--- config.mk ---
export PLATFORM = sky130hd
export DESIGN_NAME = mec_front
export DESIGN_NICKNAME = d
export VERILOG_FILES = /design/src/rtl/mec_pkg.sv /design/src/rtl/mec_front.sv
export SDC_FILE = /design/constraint.sdc
export NUM_CORES = 2
export LEC_CHECK = 0
export ABC_AREA = 1
export ABC_CLOCK_PERIOD_IN_PS = 7300
export BUFFER_PORTS_ARGS = -buffer_cell sky130_fd_sc_hd__buf_4
export CORE_MARGIN = 1.5
export CORE_UTILIZATION = 60
export CTS_BUF_LIST = sky130_fd_sc_hd__clkbuf_16
export CTS_CLUSTER_SIZE = 25
export DETAILED_ROUTE_END_ITERATION = 6
export PLACE_DENSITY = 0.79
export RECOVER_POWER = 50
export SYNTH_ARGS = -nofsm -noshare
export SYNTH_HDL_FRONTEND = slang
export SYNTH_SLANG_ARGS = --single-unit
--- constraint.sdc ---
create_clock -name clk -period 7.3 [get_ports clk]
set_input_delay 0.73 -clock clk [delete_from_list [all_inputs] [get_ports clk]]
set_output_delay 0.73 -clock clk [all_outputs]
set_load 0.05 [all_outputs]
--- src/rtl/mec_pkg.sv ---
// shared types and constants for the mandelbrot escape counter
package mec_pkg;

	// fixed point format of c and z: signed, 32 bits, FRAC_BITS fraction bits
	localparam int unsigned FRAC_BITS   = 28;
	localparam int unsigned COORD_RANGE = 4096;
	localparam int unsigned MAX_COUNT   = 255;

	localparam int unsigned VAL_W   = 32;
	localparam int unsigned PIX_W   = 12;
	localparam int unsigned STEP_W  = 31;
	localparam int unsigned COUNT_W = 9;

	// config register map, index into the register list
	localparam int unsigned CFG_ADDR_W = 4;
	localparam logic [1:0] REG_CORNER_REAL = 2'd0;
	localparam logic [1:0] REG_CORNER_IMAG = 2'd1;
	localparam logic [1:0] REG_PIXEL_STEP  = 2'd2;

	localparam logic [31:0] CORNER_REAL_RST = 32'(-88583700);
	localparam logic [31:0] CORNER_IMAG_RST = 32'(-233538847);
	localparam logic [30:0] PIXEL_STEP_RST  = 31'd111848;

	// point of the complex plane handed from front to back
	typedef struct packed {
		logic signed [VAL_W-1:0] c_im;
		logic signed [VAL_W-1:0] c_re;
	} mec_coord_t;

endpackage

--- src/rtl/mec_front.sv ---
// config registers and pixel to complex-plane coordinate mapping
module mec_front (
	input  logic                                clk,
	input  logic                                arst_n,
	input  logic                                psel,
	input  logic                                penable,
	input  logic                                pwrite,
	input  logic [mec_pkg::CFG_ADDR_W-1:0]      paddr,
	input  logic [31:0]                         pwdata,
	output logic [31:0]                         prdata,
	output logic                                pready,
	input  logic                                s_tvalid,
	output logic                                s_tready,
	input  logic [23:0]                         s_tdata,   // pixel_x, pixel_y
	output logic                                push,
	output mec_pkg::mec_coord_t                 push_data,
	input  logic                                full
);

	localparam int unsigned PW = mec_pkg::PIX_W;
	localparam int unsigned RECIP_SHIFT = 28;
	localparam logic [28:0] COORD_RECIP = 29'(((64'd1 << RECIP_SHIFT)
		+ 64'(mec_pkg::COORD_RANGE) - 64'd1) / 64'(mec_pkg::COORD_RANGE));

	logic [31:0] corner_real_q;
	logic [31:0] corner_imag_q;
	logic [30:0] pixel_step_q;
	logic        wr_en;
	logic [1:0]  reg_idx;

	logic [PW-1:0] px;
	logic [PW-1:0] py;
	logic [42:0]   off_x;
	logic [42:0]   off_y;

	// pixel index modulo the coordinate range, by reciprocal multiply
	function automatic logic [PW-1:0] coord_wrap(input logic [PW-1:0] p);
		logic [40:0]   prod;
		logic [PW-1:0] quo;
		if (mec_pkg::COORD_RANGE >= (1 << PW)) begin
			return p;
		end else begin
			prod = 41'(p) * 41'(COORD_RECIP);
			quo  = PW'(prod >> RECIP_SHIFT);
			return p - PW'(32'(quo) * 32'(mec_pkg::COORD_RANGE));
		end
	endfunction

	assign pready  = 1'b1;
	assign reg_idx = paddr[3:2];
	assign wr_en   = psel && penable && pwrite;

	always_comb begin
		case (reg_idx)
			mec_pkg::REG_CORNER_REAL: prdata = corner_real_q;
			mec_pkg::REG_CORNER_IMAG: prdata = corner_imag_q;
			mec_pkg::REG_PIXEL_STEP:  prdata = {1'b0, pixel_step_q};
			default:                  prdata = '0;
		endcase
	end

	always_ff @(posedge clk or negedge arst_n) begin
		if (!arst_n) begin
			corner_real_q <= mec_pkg::CORNER_REAL_RST;
			corner_imag_q <= mec_pkg::CORNER_IMAG_RST;
			pixel_step_q  <= mec_pkg::PIXEL_STEP_RST;
		end else if (wr_en) begin
			case (reg_idx)
				mec_pkg::REG_CORNER_REAL: corner_real_q <= pwdata;
				mec_pkg::REG_CORNER_IMAG: corner_imag_q <= pwdata;
				mec_pkg::REG_PIXEL_STEP:  pixel_step_q  <= pwdata[30:0];
				default: ;
			endcase
		end
	end

	// c = corner + index * step, wrapped to 32 bits
	assign px    = coord_wrap(s_tdata[11:0]);
	assign py    = coord_wrap(s_tdata[23:12]);
	assign off_x = 43'(px) * 43'(pixel_step_q);
	assign off_y = 43'(py) * 43'(pixel_step_q);

	assign s_tready       = !full;
	assign push           = s_tvalid && !full;
	assign push_data.c_re = signed'(corner_real_q + off_x[31:0]);
	assign push_data.c_im = signed'(corner_imag_q + off_y[31:0]);

endmodule

# Yosys cells after proc, flatten, opt, wreduce, memory -nomap -nowiden
# Cells that the tools add are included.
[totals]
register_bits = 95
in_bits = 67
word_cells = 18
[classes]
add_sub_neg = 2
multipliers = 2
eq_ne = 2
mux = 1
reduce_logical = 8
[ops]
columns = ["operator", "count"]
rows = [
  ["32-bit one-hot mux with 3 select lines", 1],
  ["32-bit adder", 2],
  ["12-bit by 31-bit multiplier with 32-bit output", 2],
  ["2-bit AND reduction", 3],
  ["1-bit logical AND", 3],
  ["2-bit by 1-bit equality test with 1-bit output, second input constant", 1],
  ["2-bit equality test, second input constant", 1],
  ["2-bit zero test", 1],
  ["1-bit zero test", 1],
]

# Longest topological paths before layout
[depth]
word_depth = 3
ltp_mapped = 25

# Least setup slack after synthesis
# Ideal clock, no wire load.
[synth_path]
kind = "input -> output"
from = "input s_tdata[15]"
to = "output push_data[52] (netlist name)"
t_arrival_ns = 5.748
required_ns = 6.570
slack_ns = 0.822
cell_stages = 18
cell_sequence = "clkbuf_1 -> buf_1 -> nand2_1 -> fa_1 -> fa_1 -> inv_1 -> fa_1 -> fa_1 -> inv_1 -> fa_1 -> inv_1 -> ha_1 -> nand2_2 -> nor2_2 -> nand2_1 -> o21ai_2 -> a21oi_1 -> xnor2_1"
[synth_lines]
columns = ["item", "line_no", "rtl"]
rows = [
  ["start, declared", "mec_front.sv:14", "input logic [23:0] s_tdata,"],
  ["end, declared", "mec_front.sv:16", "output mec_pkg::mec_coord_t push_data,"],
]

==> reports/results.tsv <==
stage	metric	value	unit
setup_path	kind of critical path	reg -> out	
layout	ANT cells	0	
yosys	Mapped Cells	3416	
yosys	number of flops mapped to enable cells by yosys	0	
yosys	top_reg_cell synth	dfrtp_1	
yosys	Post-Synth Simple-Gate Area	0.192	
yosys	mapped cell area	25700	sq um
yosys	cell type with the largest total area after synthesis	fa_1	
yosys	Synth warnings	0	
sta	setup TNS	0	ps
drt	Vias	21400	
yosys	Post-Synth Adder-Cell Area	0.470	
setup_path	max incr delay on CP	1050	ps
setup_path	worst endpoint required time	6570	ps
setup_path	critical path startpoint category	flip-flop	
yosys	asr flop ratio synth	1.00	
sta	Final Hold Vio Count	0	
setup_path	r2r setup slk	5820	ps
grt	number of global-route vias before repair	21700	
yosys	synth unique cells	47	
sta	slew margin rel.	-1.51	
hold_path	hold path startpoint	corner_imag_q[2]	
clocking	post-CTS setup buffer count	0	
yosys	largest cells by area after synthesis	fa_1 (42%), nand2_1 (15%), inv_1 (14%)	
clocking	cts hold-fix bufs	0	
sta	Final Max Tran Viols	233	
clocking	clock transition at the registers of the reported paths	70	ps
clocking	htree depth	3	
clocking	Clock Sinks	95	
layout	Cell Count, Final, Fillers Out	3969	
yosys	Avg Inst Size Synth	7.53	sq um
die	Die Ht	210	um
outcome	status	finished, violations left	
layout	commonest non-fill, non-tap cells in the layout	nand2_1 (1,014), inv_1 (967), fa_1 (536), buf_4 (162), o21ai_0 (115)	
grt	total global routing overflow	0	
setup_path	Crit Path Max Fanout	28	
grt	largest net degree at the start of global routing	72	
drt	drt drc	0	
sta	min Tclk post-route	6750	ps
yosys	Synth Register Bits	95	
clocking	CTS Buffer Depth	2	
yosys	largest family of logic cells by synthesized area	adder cells	
die	die area	44100	sq um
layout	share of layout cells above drive strength 1	0.0819	
die	Rows	75	
clocking	post-CTS sizing	0	
hold_path	Hold Path Depth	2	
setup_path	CP Cell Sequence	nand2_1 -> fa_1 -> inv_1 -> fa_1 -> fa_1 -> fa_1 -> inv_1 -> fa_1 -> inv_1 -> ha_1 -> nand2_1 -> nor2_1 -> inv_1 -> o21bai_1 -> a21oi_1 -> nand2_1 -> nand3_1 -> nand2_1 -> buf_4	
placement	Place WS	938	ps
setup_path	reg2reg path depth	2	
drt	DR iter-0 viols	1650	
yosys	Post-Synth XOR/XNOR Area	0.0215	
yosys	post-synthesis mux area share	0	
setup_path	RR Endpoint	pixel_step_q[20]	
clocking	CTS tree	built	
layout	leading cell type in the layout, fill and taps excluded	nand2_1	
clocking	CTS root buf	clkbuf_16	
clocking	clk_lat worst skew	340	ps
yosys	syn_nets	4127	
run	Max Cap Viol	4	
setup_path	Arrival @ worst endpoint	6020	ps
setup_path	endpoint class of the critical path	primary output	
yosys	post-synthesis sequential area ratio	0.0946	
clocking	Inserted Clock Buffers	9	
yosys	Synth Area in Compound Gates	0.0532	
placement	number of port buffers	162	
drt	DR vias/cell	5.39	
setup_path	RR Startpoint	pixel_step_q[20]	
sta	RSZ-0062 raised after global routing	no	
outcome	failing checks	capacitance limit, slew limit	
setup_path	Crit-path slowest cell	dfrtp_1	
die	Starting Density	0.610	
die	Die Wd	210	um
setup_path	Crit path top cell by count	fa_1	
sta	crit share post-route	0.924	
die	Core Box Area	42100	sq um
placement	Post-DP HPWL	49900	um
sta	# setup viols final	0	
drt	WL/cell	15.4	um
die	I/O pin total	166	
drt	wirelength, routed	61000	um
drt	drt first pass iters	6	
hold_path	Hold Crit Class	reg -> reg	
grt	Global Route Usage Sum	0.294	
placement	placed insts	3953	
layout	Area Overhead vs Synth	5.97	%
grt	initial antenna violation count	0	
drt	antenna-violating nets left	0	
yosys	post-synth top area share	0.417	
sta	WHS	493	ps
grt	global-route wire length before repair	104000	um
placement	global placement routability congestion	0.970	
layout	final net count	4136	
sta	FMAX	148	MHz
sta	fin worst setup slack	551	ps
sta	worst slew pin tran	3770	ps
hold_path	WHS Endpoint	corner_imag_q[2]	
sta	skew final	0	ps
[metal layers]
metal | up-vias | routed length [um] | GRT usage
met5 | - | 0 | 0
met4 | 0 | 2240 | 0.0975
met2 | 934 | 29800 | 0.499
met3 | 138 | 5100 | 0.0410
met1 | 10600 | 23900 | 0.392
li1 | 9682 | - | -
[area by class of cell]
cell class,count,area (sq um)
Sequential cell,95,2430
Timing Repair Buffer,169,1240
Inverter,973,3650
Tap cell,539,674
Clock inverter,7,66.3
Multi-Input combinational cell,2177,18900
Fill cell,3626,14900
Clock buffer,9,225
[metrics by stage]
stage / utilization / area, sq um
final: 0.647 / 27200
after global routing: 0.647 / 27200
after CTS: 0.647 / 27300
after detailed placement: 0.640 / 27000
after global placement: 0.640 / 27000
after floorplan: - / 25700
[registers in the layout (all words and copies together) (netlist names)]
name	flops
corner_real_q	32
corner_imag_q	32
pixel_step_q	31
[worst max-delay path: cells and delay by family, from the launching register on]
family | cells | cell delay (ps)
flip-flops | 1 | 1050
adder cells (fa/ha/maj) | 6 | 2950
buffers and inverters | 5 | 410
AO/OA/AOI/OAI | 2 | 410
AND/OR/NAND/NOR | 6 | 850
[worst max path at each step]
stage | start | end | depth (start not counted)
2_1_floorplan | s_tdata[15] | push_data[52] | 18
3_3_place_gp | s_tdata[12] | push_data[63] | 22
3_5_place_dp | s_tdata[12] | push_data[56] | 21
4_1_cts | pixel_step_q[20] | push_data[56] | 20
5_1_grt | pixel_step_q[20] | push_data[56] | 20
6_report | pixel_step_q[20] | push_data[31] | 19
[kinds of logic after synthesis]
family          after synthesis
buf+inv                    1144
simple gates               1228
compound gates              241
flops                        95
fa+ha+maj                   644
xor+xnor                     63
other cells                   1
[synth_stat cells, types with 2 or more instances]
library cell and count:
a21boi_0 2, a21o_1 7, a21oi_1 63, a21oi_2 6, a31oi_1 2, and3_1 2, buf_1 15, buf_2 12
buf_4 6, clkbuf_1 138, clkinv_1 2, dfrtp_1 52, dfstp_2 43, fa_1 536, ha_1 108, inv_1 966
inv_2 5, nand2_1 1015, nand2_2 15, nand3_1 77, nand3_2 6, nand3b_1 4, nand4_1 16, nor2_1 61
nor2_2 11, nor2_4 2, nor3_1 8, nor3_2 4, nor4_1 2, o211ai_1 2, o211ai_2 3, o21ai_0 115
o21ai_1 16, o21ai_2 5, o21bai_1 6, o221ai_1 10, or2_1 2, xnor2_1 19, xor2_1 44
Power is left out: the tool's default activity adds up to more than one toggle a clock period on the data nets, which glitch-free logic cannot reach.
