$ cat config.mk
export PLATFORM = sky130hd
export DESIGN_NAME = mec_queue
export DESIGN_NICKNAME = d
export VERILOG_FILES = /design/src/rtl/mec_queue.sv
export SDC_FILE = /design/constraint.sdc
export NUM_CORES = 1
export LEC_CHECK = 0
export BUFFER_PORTS_ARGS = -buffer_cell sky130_fd_sc_hd__buf_2
export CAP_MARGIN = 20
export CORE_MARGIN = 2
export CORE_UTILIZATION = 30
export DETAILED_ROUTE_END_ITERATION = 8
export HOLD_SLACK_MARGIN = 0.02
export PLACE_DENSITY = 0.58
export REMOVE_ABC_BUFFERS = 1
export SLEW_MARGIN = 20
export SYNTH_ARGS = -nofsm -noshare
export SYNTH_HDL_FRONTEND = slang
export SYNTH_SLANG_ARGS = --single-unit
$ cat constraint.sdc
create_clock -name clk -period 4 [get_ports clk]
set_input_delay 0.2 -clock clk [delete_from_list [all_inputs] [get_ports clk]]
set_output_delay 0.2 -clock clk [all_outputs]
set_load 0.02 [all_outputs]
$ cat src/rtl/mec_queue.sv
// short flip-flop queue between the coordinate front and the iteration core
module mec_queue #(
	parameter int unsigned WIDTH = 64,
	parameter int unsigned DEPTH = 2
) (
	input  logic             clk,
	input  logic             arst_n,
	input  logic             push,
	input  logic [WIDTH-1:0] push_data,
	output logic             full,
	input  logic             pop,
	output logic [WIDTH-1:0] pop_data,
	output logic             not_empty
);

	localparam int unsigned PW = (DEPTH > 1) ? $clog2(DEPTH) : 1;
	localparam int unsigned CW = $clog2(DEPTH + 1);
	localparam logic [PW-1:0] LAST = PW'(DEPTH - 1);
	localparam logic [CW-1:0] FULL_CNT = CW'(DEPTH);

	logic [WIDTH-1:0] entry_q [DEPTH];
	logic [PW-1:0]    wr_ptr_q;
	logic [PW-1:0]    rd_ptr_q;
	logic [CW-1:0]    fill_q;

	assign full      = (fill_q == FULL_CNT);
	assign not_empty = (fill_q != '0);
	assign pop_data  = entry_q[rd_ptr_q];

	always_ff @(posedge clk) begin
		if (push) begin
			entry_q[wr_ptr_q] <= push_data;
		end
	end

	always_ff @(posedge clk or negedge arst_n) begin
		if (!arst_n) begin
			wr_ptr_q <= '0;
			rd_ptr_q <= '0;
			fill_q   <= '0;
		end else begin
			if (push) begin
				wr_ptr_q <= (wr_ptr_q == LAST) ? '0 : wr_ptr_q + PW'(1);
			end
			if (pop) begin
				rd_ptr_q <= (rd_ptr_q == LAST) ? '0 : rd_ptr_q + PW'(1);
			end
			if (push && !pop) begin
				fill_q <= fill_q + CW'(1);
			end else if (pop && !push) begin
				fill_q <= fill_q - CW'(1);
			end
		end
	end

endmodule

* Word level (Yosys, flattened, before mapping)
Memories as Yosys holds them, arrays and structs flattened.
Cells that the tools add are included.
** Operators by class
- Reductions and logical operators :: 6
- Multiply operators :: 0
- Equality and inequality tests :: 1
- Shifts and indexed selects :: 0
- Multiplexer cells :: 6
- Add/sub/neg operators :: 4
- $lt $le $gt $ge :: 0
- Bitwise logic cells :: 0
- Divide/modulo/power cells :: 0
** Operators with widths (number)
- $mux W1 :: 4
- $mux W2 :: 2
- $reduce_bool A2 Y1 :: 2
- $add A1 B1 Y1 const B :: 2
- $add A2 B1 Y2 const B :: 1
- $eq A2 B2 Y1 const B :: 1
- $logic_and A1 B1 Y1 :: 2
- $logic_not A1 Y1 :: 2
- $sub A2 B1 Y2 const B :: 1
** Word-level totals
- ROM bits :: 0
- Memories :: 1
- Latch bits :: 0
- Memory bits (writable) :: 128
- Register bits after elaboration :: 4
** Memories
- entry_q :: words 2, bits a word 64, rd ports 1, clocked after Yosys merged registers in 0, wr ports 1, line 21 : logic [WIDTH-1:0] entry_q [DEPTH];

* Logic depth before layout (Yosys ltp)
Gate-level depths: netlist of the first run.
- Depth in word-level cells :: 4
- Gate-level depth with buffers :: 5
- Mapped depth without buffers :: 5

* Worst setup path after synthesis of the first run
OpenSTA, ideal clock, no wires.
- Kind :: reg-to-reg
- Start point :: reg wr_ptr_q
- End point :: mem entry_q[0][0], enable pin
- Buffers on the path :: 0
- Library setup time :: 494 ps
- Stages on the path, launching flop included :: 2
- Arrival :: 3247 ps
- Data required time :: 3506 ps
- Clock period less this slack :: 3741 ps
- Path slack :: 259 ps
- Cells stage by stage :: dfrtp_1 -> nor2b_1
** RTL lines
- from (decl) :: line 22 : logic [PW-1:0] wr_ptr_q;
- from (signal assigned) :: line 43 : wr_ptr_q <= (wr_ptr_q == LAST) ? '0 : wr_ptr_q + PW'(1);
- to (decl) :: line 21
No word-level cell before the write port.

* Worst setup path after layout of the first run
- Start point :: reg rd_ptr_q
- End point :: out pop_data[35]
** On the way
- Cells in the longest elaborated chain, start to end :: 1
** RTL lines
- from (decl) :: line 23 : logic [PW-1:0] rd_ptr_q;
- from (signal assigned) :: line 46 : rd_ptr_q <= (rd_ptr_q == LAST) ? '0 : rd_ptr_q + PW'(1);
- $mem_v2 Z2 W64
- to (decl) :: line 12 : output logic [WIDTH-1:0] pop_data,
No other way between the ends.

==> impl_metrics.ini, run 1 <==
[cells_and_area]
regArea_mm2 = 0.00395
antenna_cells = 0
area_growth_pct = 44.3
multi_input_area_mm2 = 0.00100
layout-drive-gt1-share_pct = 51.7
fill_cells = 1464
nets = 499
fin_util_pct = 44.0
finalNonFillerCells = 663

[worst_setup_path]
cp-end-kind = output pin
critPathMaxFanout = 50
regToRegStartpoint = wr_ptr_q
crit_path_start = rd_ptr_q
rr_endpoint = entry_q[1][30]
required_ps = 3800
ff2ff_setup_slack_ps = 2370
cp-start-kind = register
worstSetupPathType = register to output pin
cp_data_arrival_time_ps = 2380
cp-endpoint = pop_data[35]
r2r_cells = 1

[die]
chipWidth_um = 133
io_pins = 134
initial_core_util_pct = 30.4
coreArea_mm2 = 0.0165
dieArea_mm2 = 0.0178
row_count = 47
dieHeight_um = 133

[routing]
post_drt_wl_per_cell_um = 13.8
vias = 2718
wirelength_um = 9160
first_pass_iters = 4
first_iter_violations = 127
final_antenna_net_count = 0
drc = 0
vias_per_cell = 4.10

[clock_tree]
cts_setup_buffers = 0
postCtsHoldBufs = 67
clockRootBuffer = clkbuf_16
clk_latency_ps = 410
tritoncts = done
clock-sinks = 132
clk_path_buf_depth = 2
ctsResizeCount = 0
clkSlewWorstSetupHoldPaths_ps = 60
cts_made_buffers = 17
htreeDepth = 4

[timing]
setup-tns-final_ps = 0
maxSlewViolCount = 0
period_needed_ps = 2580
skew_ps = 7.63
max_freq_mhz = 388
finalSetupViolations = 0
relSlewSlack_pct = 38.9
finalWorstSetupSlack_ps = 1420
min_period_over_period_pct = 64.4
hold_viol_final = 0
tightest_slew_ps = 917
rsz0062_at_grt = no

[place]
place_congestion = 0.667
pre_cts_slack_ps = 1810
dp_hpwl_um = 5510
dp_cells = 563
port_buffers = 133

[global_routing]
grt_max_degree = 65
grtUsageTotal_pct = 10.6
grt_pass1_vias = 2812
antenna_found_initial = 0
overflow = 0
grt_first_pass_wirelength_um = 14200

[synthesis]
async_flop_share_pct = 3.03
yosys-top-cells-area = edfxtp_1 77%, mux2_4 15%, mux2_2 3.1%
ys_types = 14
ys_top_cells_by_count = 128 x edfxtp_1, 50 x mux2_4, 14 x mux2_2
ys_seq_elements = 132
syn_area_mm2 = 0.00501
synth_edf_count = 128
ys.warnings.count = 0
yosysMostFrequentCell = edfxtp_1
synth_area_leader_cell = edfxtp_1
ys.flop_type = edfxtp_1
ys_seq_area_share_pct = 78.7
syn_area_per_cell_um2 = 23.3
netlist_instances = 215
synth_top_area_share_pct = 76.7

[power_and_ir_drop]
total_power_mw = 5.18
powerDensity_mw_per_mm2 = 716
vdd_drop_max_mv = 0.526
leakage_nw = 2.89

[status]
status = completed

[run]
cap_violations = 0

[min_path]
min_path_type = input port to async pin
## how the worst min path moves through the flow
stage                       from  slack [ps]  depth (start not counted)         to
after floorplan           arst_n        -100                          0  fill_q[0]
after global placement    arst_n           8                          1  fill_q[1]
after detailed placement  arst_n           9                          1  fill_q[0]
after CTS                 arst_n         100                          2  fill_q[0]
after global routing      arst_n         100                          2  fill_q[0]
final                     arst_n         120                          2  fill_q[0]
## layer usage
metal	global-route usage, %	vias to the layer above	part of all wire, %
met5	0	-	0
met4	5.20	0	1.8
met3	4.26	14	5.2
met2	17.9	84	51
met1	11.7	1339	42
li1	-	1281	-
## power breakdown
part / leakage [nW] / switching (mW) / internal (mW)
clock: 0.298 / 0.535 / 1.10
sequential: 1.25 / 0.208 / 1.84
combinational: 1.34 / 0.762 / 0.739
total: 2.89 / 1.51 / 3.68
## area by class of cell
cell class | instances | area share [%]
clock buffers | 21 | 6.09
repair buffers | 203 | 19.1
clock inverters | 11 | 2.52
well taps | 220 | 3.80
multi-input cells | 75 | 13.9
flip-flops and latches | 132 | 54.5
inverters | 1 | 0.0519
## sequential cells by signal, summed over array words and instances, names as in the netlist
name      cells
entry_q     128
fill_q        2
rd_ptr_q      1
wr_ptr_q      1
## layout by cell type (no fill, tap or decap), drive strengths merged, types with 2 or more instances in the layout
master       Yosys  routed
nor2b            2       2
clkinv           0       5
mux2            64      64
dfrtp            4       4
dlygate4sd3      0      67
bufinv           0       5
buf              7     136
clkbuf           0      21
xor2             4       4
edfxtp         128     128
## cell families after synthesis
family | after synthesis | synth area share (%)
flops | 132 | 78.7
xor+xnor | 5 | 0.873
buf+inv | 8 | 1.52
simple gates | 5 | 0.574
fa+ha+maj | 1 | 0.250
mux | 64 | 18.1
## critical path: stages (launching register included)
cell and delay, ps:
dfrtp_4 1000, buf_4 400, mux2_2 370, buf_2 160
## through the flow
stage	hold slack, ps	cell area (um2)
finish	118	7240
global route	98.2	7240
CTS	97.7	7220
detailed placement	9.42	5920
global placement	8.14	5920
floorplan	-95.6	4940
(Power assumes the default switching activity.)
==> inputs of run 2 (changes only) <==
Clock period 4 ns to 2.6 ns, I/O delays scaled along.
==> impl_metrics.ini, run 2 (synthesis gave the netlist of run 1 again) <==
[status]
status = completed

[cells_and_area]
largest_register = entry_q
fill_cells = 1508
antenna_cells = 0
top_regs = entry_q: 128 flops, fill_q: 2 flops
finalNonFillerCells = 663
largest_register_ffs = 128
layout-drive-gt1-share_pct = 51.2
layout_common_cells = 133 x buf_2, 128 x edfxtp_1, 68 x dlygate4sd3_1
fin_area_mm2 = 0.00714
area_growth_pct = 42.5
nets = 502
layout_commonest_cell = buf_2

[die]
row_count = 47
coreArea_mm2 = 0.0165
initial_core_util_pct = 30.4
io_pins = 134
dieArea_mm2 = 0.0178
chipWidth_um = 133
dieHeight_um = 133

[global_routing]
grt_max_degree = 37
overflow = 0
grt_pass1_vias = 2851
grtUsageTotal_pct = 10.7
antenna_found_initial = 0
grt_first_pass_wirelength_um = 14000

[clock_tree]
clock-sinks = 132
cts_made_buffers = 17
ctsResizeCount = 0
htreeDepth = 4
cts_setup_buffers = 0
clockRootBuffer = clkbuf_16
clk_latency_ps = 410
clk_path_buf_depth = 2
clkSlewWorstSetupHoldPaths_ps = 60
tritoncts = done
postCtsHoldBufs = 68

[routing]
vias_per_cell = 4.08
first_pass_iters = 4
post_drt_wl_per_cell_um = 13.8
final_antenna_net_count = 0
wirelength_um = 9170
drc = 0
first_iter_violations = 123
vias = 2705

[worst_setup_path]
critPathTopFamily = flip-flops
cp-end-kind = output pin
required_ps = 2470
regToRegStartpoint = wr_ptr_q
cp_slowest_cell = dfrtp_4
critPathMaxStageDelay_ps = 790
cp-start-kind = register
cp_data_arrival_time_ps = 2050
crit_path_cell_trace = buf_12 > mux2_2 > buf_2
worstSetupPathType = register to output pin
critPathMaxFanout = 30
crit_buf_inv = 2
crit_path_start = rd_ptr_q

[timing]
min_period_over_period_pct = 84.0
tightest_slew_ps = 576
max_freq_mhz = 458
period_needed_ps = 2180
finalWorstSetupSlack_ps = 417
hold_viol_final = 0
skew_ps = 7.34
rsz0062_at_grt = no
finalSetupViolations = 0
maxSlewViolCount = 0
relSlewSlack_pct = 61.6
finalHoldWorstSlack_ps = 429

[run]
cap_violations = 0

[place]
dp_hpwl_um = 5660
port_buffers = 133
pre_cts_slack_ps = 795
place_congestion = 0.685
dp_cells = 566
placed_area_mm2 = 0.00596

[power_and_ir_drop]
vdd_drop_max_mv = 0.661
total_power_mw = 7.56
powerDensity_mw_per_mm2 = 1060
leakage_nw = 2.85

[min_path]
min_path_type = input port to register
hp-start = push_data[9]
-- run 2: layout make-up --
| type | count | area (um2) | share of cell area [%] |
|---|---|---|---|
| Sequential cell | 132 | 3950 | 55.3 |
| Tap cell | 220 | 275 | 3.85 |
| Clock buffer | 20 | 437 | 6.11 |
| Multi-Input combinational cell | 75 | 1000 | 14.1 |
| Inverter | 1 | 3.75 | 0.0526 |
| Timing Repair Buffer | 206 | 1410 | 19.7 |
| Clock inverter | 9 | 66.3 | 0.929 |
-- run 2: where the power goes --
part,internal [mW],switching (mW),leakage [nW]
sequential,2.83,0.238,1.25
clock,1.27,0.804,0.243
combinational,1.15,1.27,1.36
total,5.25,2.31,2.85
-- run 2: final timing paths --
check	end	slack, ps	cells after the start
max in group asynchronous	rd_ptr_q	1800	3
hold reg to reg	fill_q[1]	500	1
hold / removal	entry_q[1][9]	430	2
setup reg to reg	entry_q[1][10]	1070	2
min in group asynchronous	fill_q[0]	600	3
setup / recovery	pop_data[41]	420	3
-- run 2: worst register-to-register path, cell delays in order (launching register included) --
cell and delay (ps):
dfrtp_1 420, and2_4 450, buf_12 300
-- run 2: per-layer routing --
metal  routed length (um)  GRT usage [%]
met4                  187           6.03
met2                 4580           17.7
met5                    0              0
met1                 3800           11.6
met3                  594           4.34
-- run 2: through the flow --
stage	util, %	TNS, ps
final	43.4	0
after global routing	43.4	0
after CTS	43.4	0
after detailed placement	36.2	0
after global placement	36.2	0
after floorplan	-	-87390
==> inputs of run 3 (changes only) <==
Clock period 2.6 ns to 2.1 ns, I/O delays scaled along.
==> impl_metrics.ini, run 3 (synthesis gave the netlist of run 1 again) <==
[clock_tree]
clock-sinks = 132
htreeDepth = 4
cts_made_buffers = 17
tritoncts = done
clk_path_buf_depth = 2
clkSlewWorstSetupHoldPaths_ps = 50
clockRootBuffer = clkbuf_16
clk_latency_ps = 410

[die]
dieArea_mm2 = 0.0178
initial_core_util_pct = 30.4
row_count = 47
dieHeight_um = 133
io_pins = 134
coreArea_mm2 = 0.0165
chipWidth_um = 133

[power_and_ir_drop]
switching_power_mw = 2.94
clkPwrFrac_pct = 29.4
p_int_mw = 6.82
pwr-share-seq_pct = 38.1
vdd_drop_max_mv = 0.617
powerDensity_mw_per_mm2 = 1350
swShare_pct = 30.1
combPwrFrac_pct = 32.5
leakage_nw = 2.91

[worst_setup_path]
worstSetupPathType = register to output pin
cp-start-kind = register
cp_data_arrival_time_ps = 1820
required_ps = 2000
regToRegStartpoint = wr_ptr_q
ff2ff_setup_slack_ps = 730
critPathMaxStageDelay_ps = 610
crit_path_start = rd_ptr_q
cp_slowest_cell = dfrtp_4
critPathMaxFanout = 15
cp-end-kind = output pin
crit_path_cell_trace = buf_4 > mux2_2 > buf_2

[global_routing]
grt_max_degree = 34
grt_pass1_vias = 2965
antenna_found_initial = 0
grt_first_pass_wirelength_um = 14900
overflow = 0
grtUsageTotal_pct = 11.3

[routing]
final_antenna_net_count = 0
first_iter_violations = 82
vias = 2732
post_drt_wl_per_cell_um = 14.3
drc = 0
vias_per_cell = 4.08
first_pass_iters = 4
wirelength_um = 9540

[cells_and_area]
top_regs = entry_q: 128 flops, fill_q: 2 flops
largest_register = entry_q
largest_register_ffs = 128
fin_util_pct = 44.0
area_growth_pct = 44.5
nets = 506
layout_common_cells = 133 x buf_2, 128 x edfxtp_1, 68 x dlygate4sd3_1
fin_area_mm2 = 0.00725
finalNonFillerCells = 669
layout_commonest_cell = buf_2
fill_cells = 1480
layout-drive-gt1-share_pct = 52.8
antenna_cells = 0

[place]
placed_area_mm2 = 0.00597
place_congestion = 0.682
dp_cells = 569
pre_cts_slack_ps = 411
dp_hpwl_um = 5830
port_buffers = 133

[min_path]
hp-start = push_data[33]
min_path_type = input port to register

[timing]
rsz0062_at_grt = no
max_freq_mhz = 519
tightest_slew_ps = 477
setup-tns-final_ps = 0
finalSetupViolations = 0
relSlewSlack_pct = 68.2
maxSlewViolCount = 0
skew_ps = 5.35
hold_viol_final = 0
period_needed_ps = 1930
min_period_over_period_pct = 91.7
finalWorstSetupSlack_ps = 174

[run]
cap_violations = 0

[status]
status = completed
run 3: cell count changes in the layout (fill, tap and decap cells not counted), sizes merged:
cell	before	now
buf	138	142
bufinv	1	3
clkbuf	20	18
clkinv	7	8
clkinvlp	1	2
run 3: worst max-delay path, delay by kind of cell (launching register included):
kind / cells / cell delay (ps)
flops: 1 / 610
buf+inv: 2 / 450
mux: 1 / 360
run 3: timing repair:
item                                    4_1_cts  5_1_grt
gates resized for setup                       0        0
endpoints found under the setup margin       13        0
buffers inserted                              1        0
hold buffers                                 68        0
hold endpoints to repair                    134        0
run 3: worst paths after layout:
| kind | endpoint | cells after the start |
|---|---|---|
| max in group asynchronous | rd_ptr_q | 3 |
| min | entry_q[1][33] | 2 |
| min in group asynchronous | fill_q[1] | 3 |
| min reg2reg | fill_q[1] | 1 |
| max | pop_data[36] | 3 |
| max reg2reg | entry_q[1][31] | 2 |
run 3: metal layers:
layer / part of all wire, % / vias up / track usage (%)
li1: - / 1295 / -
met4: 1.4 / 0 / 4.96
met3: 6.1 / 12 / 4.72
met2: 52 / 87 / 19.2
met5: 0 / - / 0
met1: 41 / 1338 / 12.4
run 3: stage by stage:
step	total power [mW]	hold WS, ps
final	9.76	417
after global routing	10.2	404
after CTS	9.92	390
after detailed placement	6.83	-80.9
after global placement	6.78	-86.2
after floorplan	5.96	-191
run 3: power groups by stage:
stage | clock network, mW | registers, mW | logic [mW]
floorplan | 0 | 3.93 | 2.04
global placement | 0 | 3.81 | 2.97
detailed placement | 0 | 3.84 | 2.98
CTS | 2.95 | 3.74 | 3.23
global route | 3.05 | 3.78 | 3.37
finish | 2.87 | 3.72 | 3.17
run 3: area by class of cell:
class                           count  area [um2]  share of cell area, %
Multi-Input combinational cell     75        1000                   13.8
Sequential cell                   132        3950                   54.5
Tap cell                          220         275                   3.80
Clock inverter                     13         141                   1.95
Clock buffer                       18         429                   5.92
Timing Repair Buffer              210        1450                   20.0
Inverter                            1        3.75                 0.0518
